<file path="src/tami_pkg.sv">
// Shared types and constants for the tetrahedron inverse-map block.
`timescale 1ns / 1ps
package tami_pkg;

    localparam int CoordW = 24;            // Q8.16 vertex coordinate
    localparam int MW     = CoordW + 1;    // edge vector entry
    localparam int CofW   = 2 * MW + 1;    // cofactor
    localparam int CofLoW = 26;            // low slice of a cofactor for the split product
    localparam int DetW   = 76;            // exact determinant, units of 2^-51
    localparam int JacW   = 49;            // Q24.24 Jacobian
    localparam int JacLsb = DetW - JacW;   // determinant bit that is the Jacobian LSB
    localparam int EntW   = 32;            // Q16.16 inverse entry
    localparam int QW     = EntW + 1;      // quotient bits, top bit flags overflow
    localparam int RemW   = CofW + QW;     // scaled cofactor magnitude
    localparam int CmpW   = DetW + EntW;   // divisor at its largest shift
    localparam int NDim   = 3;
    localparam int NEnt   = NDim * NDim;
    localparam int RowW   = 2;

    localparam logic [RowW-1:0] Row0    = 2'd0;
    localparam logic [RowW-1:0] Row1    = 2'd1;
    localparam logic [RowW-1:0] Row2    = 2'd2;
    localparam logic [RowW-1:0] RowLast = Row2;

    localparam logic [EntW-1:0] EntMaxPos = 32'h7FFF_FFFF;
    localparam logic [EntW-1:0] EntMaxNeg = 32'h8000_0000;

    typedef logic signed [CoordW-1:0] t_coord;
    typedef logic signed [MW-1:0]     t_m;
    typedef logic signed [CofW-1:0]   t_cof;
    typedef logic signed [DetW-1:0]   t_det;
    typedef logic signed [JacW-1:0]   t_jac;
    typedef logic signed [EntW-1:0]   t_ent;

    // One tetrahedron after the front end: cofactors (row-major) and determinant.
    typedef struct packed {
        t_cof [NEnt-1:0] cof;
        t_det            det;
    } t_rec;

endpackage

</file>
<file path="src/tami_queue.sv">
// Small FIFO between front end and divider back end.
`timescale 1ns / 1ps
module tami_queue import tami_pkg::*; #(
    parameter int QDepth = 2
) (
    input  logic i_clk,
    input  logic i_rst_n,
    input  logic i_push_vld,
    input  t_rec i_push_rec,
    output logic o_push_rdy,
    output logic o_pop_vld,
    output t_rec o_pop_rec,
    input  logic i_pop_rdy
);

    localparam int PtrW = (QDepth > 1) ? $clog2(QDepth) : 1;
    localparam int CntW = $clog2(QDepth + 1);

    t_rec            r_mem [QDepth];
    logic [PtrW-1:0] r_wr_ptr, r_rd_ptr;
    logic [CntW-1:0] r_cnt;
    logic            w_push, w_pop;

    assign o_push_rdy = r_cnt != CntW'(QDepth);
    assign o_pop_vld  = r_cnt != '0;
    assign o_pop_rec  = r_mem[r_rd_ptr];
    assign w_push     = i_push_vld && o_push_rdy;
    assign w_pop      = o_pop_vld && i_pop_rdy;

    always_ff @(posedge i_clk) begin
        if (!i_rst_n) begin
            r_wr_ptr <= '0;
            r_rd_ptr <= '0;
            r_cnt    <= '0;
        end else begin
            if (w_push) begin
                r_wr_ptr <= (r_wr_ptr == PtrW'(QDepth-1)) ? '0 : r_wr_ptr + 1'b1;
            end
            if (w_pop) begin
                r_rd_ptr <= (r_rd_ptr == PtrW'(QDepth-1)) ? '0 : r_rd_ptr + 1'b1;
            end
            if (w_push && !w_pop) begin
                r_cnt <= r_cnt + 1'b1;
            end else if (w_pop && !w_push) begin
                r_cnt <= r_cnt - 1'b1;
            end
        end
    end

    always_ff @(posedge i_clk) begin
        if (w_push) begin
            r_mem[r_wr_ptr] <= i_push_rec;
        end
    end

endmodule

</file>
<file path="config.mk">
export PLATFORM = sky130hd
export DESIGN_NAME = tami_queue
export DESIGN_NICKNAME = d
export VERILOG_FILES = /design/src/tami_pkg.sv /design/src/tami_queue.sv
export SDC_FILE = /design/constraint.sdc
export NUM_CORES = 1
export LEC_CHECK = 0
export BUFFER_PORTS_ARGS = -buffer_cell sky130_fd_sc_hd__buf_2
export CAP_MARGIN = 20
export CORE_AREA = 5 5 415 417
export DETAILED_ROUTE_END_ITERATION = 8
export DIE_AREA = 0 0 420 422
export GPL_TIMING_DRIVEN = 0
export MAX_ROUTING_LAYER = met4
export PLACE_DENSITY = 0.45
export SKIP_LAST_GASP = 1
export SYNTH_ARGS = -nofsm -noshare
export SYNTH_HDL_FRONTEND = slang
export SYNTH_SLANG_ARGS = --single-unit
</file>
<file path="constraint.sdc">
create_clock -name i_clk -period 27.3 [get_ports i_clk]
set_clock_uncertainty 0.15 [all_clocks]
set_input_delay 4.095 -clock i_clk [delete_from_list [all_inputs] [get_ports i_clk]]
set_output_delay 4.095 -clock i_clk [all_outputs]
set_load 0.01 [all_outputs]
</file>
==> flow_summary.ini, run 1 <==
[sta]
setup_viol = 0
slew_violations = 0
fmax_mhz = 141.3
fin_hold_ws_ns = 0.3757
rsz0062_at_grt = no
final.setup.tns_ns = 0
slew_headroom_pct = 51.07
finalCritPeriodShare_pct = 25.93
hold_viol = 0
tightestPinTransition_ns = 0.7340
min_period_ns = 7.078

[run_status]
status = finished, final reports clean

[yosys]
yosysSeqAreaShare_pct = 81.87
yosys.area.top_type_share_pct = 81.62
avgSynthCellArea_sq_um = 23.31
synth.most_common_cell = edfxtp_1
ys_seq_elements = 1075
synth_nets = 2229
synth_top_area_cell = edfxtp_1
yosys_warnings = 0
ys.flop_type = edfxtp_1
syn_inst = 1689
synthTopCellsByArea = edfxtp_1 82%, mux2_2 11%, mux2_4 5.7%
synthArstFlopShare_pct = 0
synth_area_sq_um = 39370
ys_top_cells_by_count = 1070 x edfxtp_1, 385 x mux2_2, 150 x mux2_4
synthDistinctLibCells = 19
synth_edf_count = 1070

[cts]
cts_root_buf = clkbuf_16
cts_buffers = 130
clock-sinks = 1075
cts.path.max_buffers = 3
postCtsHoldBufs = 0
post_cts_buffers = 0
insertion_delay_ns = 0.78
cts_resized = 0
cts_tree = built
clk_pin_slew_ns = 0.06
cts.htree.levels = 4

[route]
drc = 0
dr.pass1.iters = 5
via_count = 20707
postRouteAntennaNets = 0
via_per_inst = 3.963
wire_per_inst_um = 23.74
drt_iter0_drc = 1315
wl_mm = 124.0

[placed_design]
place_congestion = 0.8408
io_buffers = 1075
hpwl_mm = 92.35

[global_routing]
antenna_found_initial = 50
grt_pass1_wl_mm = 167.9
overflow = 0
first_global_vias = 21845
grt.total_usage_pct = 13.94
grt_max_degree = 111

[layout]
drive_gt1_share_pct = 62.08
layout.nets = 3452
area_growth_pct = 31.97
fin_util_pct = 30.86

[pwr]
powerDensity_nw_per_um2 = 96.43
clkPwrFrac_pct = 32.3
combPwrFrac_pct = 25.8
swShare_pct = 29.15
leakage_uw = 0.01924
switchingPower_uw = 1460
p_seq_share_pct = 41.9
finalPower_uw = 5010
power.internal_uw = 3549
vdd_ir_drop_max_mv = 0.06677

[floorplanning]
fp.dieW_um = 420
start_util_pct = 23.39
ios = 1076
die_y_um = 422
rows = 151
core_area_sq_um = 168300
dieArea_sq_um = 177200

[setup_path]
cp.required_ns = 23.06
crit_end = o_pop_rec[275]
crit_fanout = 10
path_class = reg -> out
rrSetupSlack_ns = 23.88
start_kind = flop
critPathCaptureType = output pin
timing.rr.end = r_mem[0][414]
reg2regPathDepth = 6
arrival_ns = 2.83
r2r_start = r_cnt[0]

[run]
drv_cap = 0

[min_path]
hold_path_class = reg -> reg
[sequential cells by signal, summed over array words and instances (netlist names), named ones only]
| name | cells |
|---|---|
| r_mem | 1070 |
| r_cnt | 2 |
| r_rd_ptr | 1 |
| r_wr_ptr | 1 |
[kinds of logic after synthesis]
family | after synthesis | share of synthesized area, %
multiplexers | 535 | 16.73
flip-flops | 1075 | 81.87
XOR/XNOR | 3 | 0.06676
AND/OR/NAND/NOR | 9 | 0.1462
buffers and inverters | 61 | 1.058
adder cells (fa/ha/maj) | 1 | 0.03178
AO/OA/AOI/OAI | 5 | 0.08898
[cells in the final DEF, fill, tap and decap left out, types with 3 or more instances in the layout]
cell	n
buf_2	1117
edfxtp_1	1070
mux2_2	385
mux2_4	150
clkbuf_16	135
clkbuf_1	24
clkinv_1	22
buf_6	18
buf_16	16
clkinv_2	14
diode_2	11
inv_6	7
dfxtp_1	5
and2_1	4
bufinv_16	4
inv_8	3
clkinv_8	3
[per-layer routing]
layer | track usage [%] | vias up | part of all wire, %
met3 | 4.541 | 223 | 7.2
met2 | 24.67 | 720 | 54
met1 | 14.73 | 10522 | 37
met4 | 4.322 | 0 | 2.3
met5 | - | - | 0
li1 | - | 9242 | -
[critical path, cell delays in order (launching register included)]
cell     delay [ns]
dfxtp_1        0.29
buf_2          0.17
buf_2          0.48
buf_2          0.45
mux2_2         0.46
buf_2          0.17
[worst min-delay path by stage]
| stage | start | to | slack [ns] | cells after the start |
|---|---|---|---|---|
| after floorplan | r_cnt[1] | r_cnt[1] | 0.33 | 2 |
| after global placement | r_cnt[1] | r_cnt[1] | 0.36 | 2 |
| after detailed placement | r_cnt[1] | r_cnt[1] | 0.37 | 2 |
| after CTS | r_cnt[1] | r_cnt[1] | 0.38 | 2 |
| after global routing | r_cnt[1] | r_cnt[1] | 0.42 | 2 |
| final | r_cnt[1] | r_cnt[1] | 0.38 | 2 |
[power groups by stage]
stage / registers (uW) / logic (uW) / clock network [uW]
floorplan: 2250 / 710 / 0
global placement: 2370 / 1310 / 0
detailed placement: 2130 / 1330 / 0
CTS: 2100 / 1340 / 1690
finish: 2100 / 1290 / 1620
global route: 2110 / 1380 / 1760
[through the flow]
stage,area [sq um],instances,setup slack [ns]
6_report,51950,5225,20.22
5_1_grt,51950,5223,19.95
4_1_cts,51920,5214,19.88
3_5_place_dp,47970,4998,20.27
3_3_place_gp,47520,4982,0.04101
2_1_floorplan,39370,1689,9.914
[layout make-up]
type	instances	area, sq um
Tap cell	2218	2775
Buffer	60	412.9
Timing Repair Buffer	1091	5821
Clock buffer	159	3468
Inverter	1	11.26
Sequential cell	1075	32230
Antenna cell	11	27.53
Fill cell	16701	116400
Clock inverter	57	480.5
Multi-Input combinational cell	553	6724
Power figures use the tool's default switching activity.
==> run 2: changes to the inputs <==
- clock period: 27.3 -> 6.9 ns (I/O delays scaled with it)
==> flow_summary.ini, run 2 (synthesis results as in run 1) <==
[setup_path]
critPathCaptureType = output pin
crit_fanout = 10
path_class = reg -> out
timing.rr.end = r_mem[1][407]
arrival_ns = 2.88
start_kind = flop
rrSetupSlack_ns = 3.75
reg2regPathDepth = 6
r2r_start = r_cnt[0]
cp.required_ns = 5.71

[cts]
cts_buffers = 130
cts.htree.levels = 4
clock-sinks = 1075
clk_pin_slew_ns = 0.07
cts_tree = built
insertion_delay_ns = 0.78
cts_root_buf = clkbuf_16
cts_resized = 0
cts.path.max_buffers = 3
post_cts_buffers = 0
postCtsHoldBufs = 0

[sta]
hold_viol = 0
setup_viol = 0
min_period_ns = 4.061
fmax_mhz = 246.3
slew_violations = 0
tightestPinTransition_ns = 0.6666
slew_headroom_pct = 55.56
fin_ws_ns = 2.839
rsz0062_at_grt = no
finalCritPeriodShare_pct = 58.85

[placed_design]
place_congestion = 0.8460
hpwl_mm = 98.48
post-place-ws_ns = 3.196
io_buffers = 1075

[floorplanning]
die_y_um = 422
fp.dieW_um = 420
rows = 151
ios = 1076
dieArea_sq_um = 177200
core_area_sq_um = 168300
start_util_pct = 23.39

[route]
drc = 0
drt_iter0_drc = 1235
wire_per_inst_um = 24.72
dr.pass1.iters = 5
postRouteAntennaNets = 0
via_count = 21105
via_per_inst = 4.002
wl_mm = 130.4

[layout]
final_cell_mix = 1117 x buf_2, 1070 x edfxtp_1, 385 x mux2_2
layout.nets = 3464
fin_util_pct = 31.10
area_growth_pct = 32.99
max_flop_register = r_mem
drive_gt1_share_pct = 62.07
layout_commonest_cell = buf_2
top_regs = r_mem x1070, r_cnt x2
largest_reg_flops = 1070

[global_routing]
overflow = 0
antenna_found_initial = 67
grt.total_usage_pct = 14.64
grt_max_degree = 59
grt_pass1_wl_mm = 173.5
first_global_vias = 22034

[pwr]
leakage_uw = 0.01937
swShare_pct = 29.35
switchingPower_uw = 5923
vdd_ir_drop_max_mv = 0.2498
p_seq_share_pct = 41.1
combPwrFrac_pct = 26.1
clkPwrFrac_pct = 32.8
power.internal_uw = 14250
powerDensity_nw_per_um2 = 385.4

[min_path]
min_from = i_push_rec[525]
hold_path_class = in -> reg
min_delay_path_depth = 1
worstHoldEndpoint = r_mem[1][525]

[run]
drv_cap = 0

[run_status]
status = finished, final reports clean
-- run 2: worst max-delay path: stages, from the launching register on --
cell,delay (ns)
dfxtp_1,0.30
buf_2,0.12
buf_2,0.53
buf_2,0.53
mux2_2,0.40
buf_2,0.18
-- run 2: power by group through the flow --
stage	Clock, uW	Sequential (uW)	Combinational (uW)
global placement	0	8920	5270
global route	7160	8350	5610
CTS	6890	8300	5450
finish	6610	8290	5270
detailed placement	0	8430	5430
floorplan	0	8670	2810
-- run 2: layout make-up --
type                       count  area (sq um)
antenna                       35         87.58
buffer                        60         412.9
clock buffer                 163          3441
clock inverter                66         643.1
fill                       16748        116000
inverter                       1         7.507
multi-input combinational    553          6724
sequential                  1075         32230
tap                         2218          2775
timing repair buffer        1103          6031
-- run 2: worst max path at each step --
stage / startpoint / end / slack, ns / cells after the start
floorplan: i_push_vld / r_mem[0][0] / -2.84 / 2
finish: flop / o_pop_rec[314] / 2.84 / 5
CTS: flop / o_pop_rec[314] / 2.51 / 5
global placement: i_push_vld / r_mem[0][380] / -9.86 / 3
detailed placement: i_push_vld / r_mem[1][398] / 3.20 / 6
global route: flop / o_pop_rec[314] / 2.55 / 5
-- run 2: routing by layer --
layer  share of wire (%)  vias to the layer above  global-route usage (%)
li1                    -                     9335                       -
met1                  37                    10783                   15.54
met2                  52                      742                   24.48
met3                 7.7                      245                   5.259
met4                 3.4                        0                   6.555
met5                   0                        -                       -
-- run 2: per-stage QoR --
| step | setup TNS, ns | cells | instance area [sq um] | hold slack (ns) | total power [uW] |
|---|---|---|---|---|---|
| after floorplan | -1517.92 | 1689 | 39380 | 0.3326 | 11480 |
| after global placement | -6033.08 | 4982 | 47530 | 0.3640 | 14200 |
| after detailed placement | 0 | 5010 | 48180 | 0.3692 | 13860 |
| after CTS | 0 | 5239 | 52270 | 0.1560 | 20640 |
| after global routing | 0 | 5267 | 52340 | 0.1983 | 21120 |
| final | 0 | 5274 | 52350 | 0.2902 | 20180 |
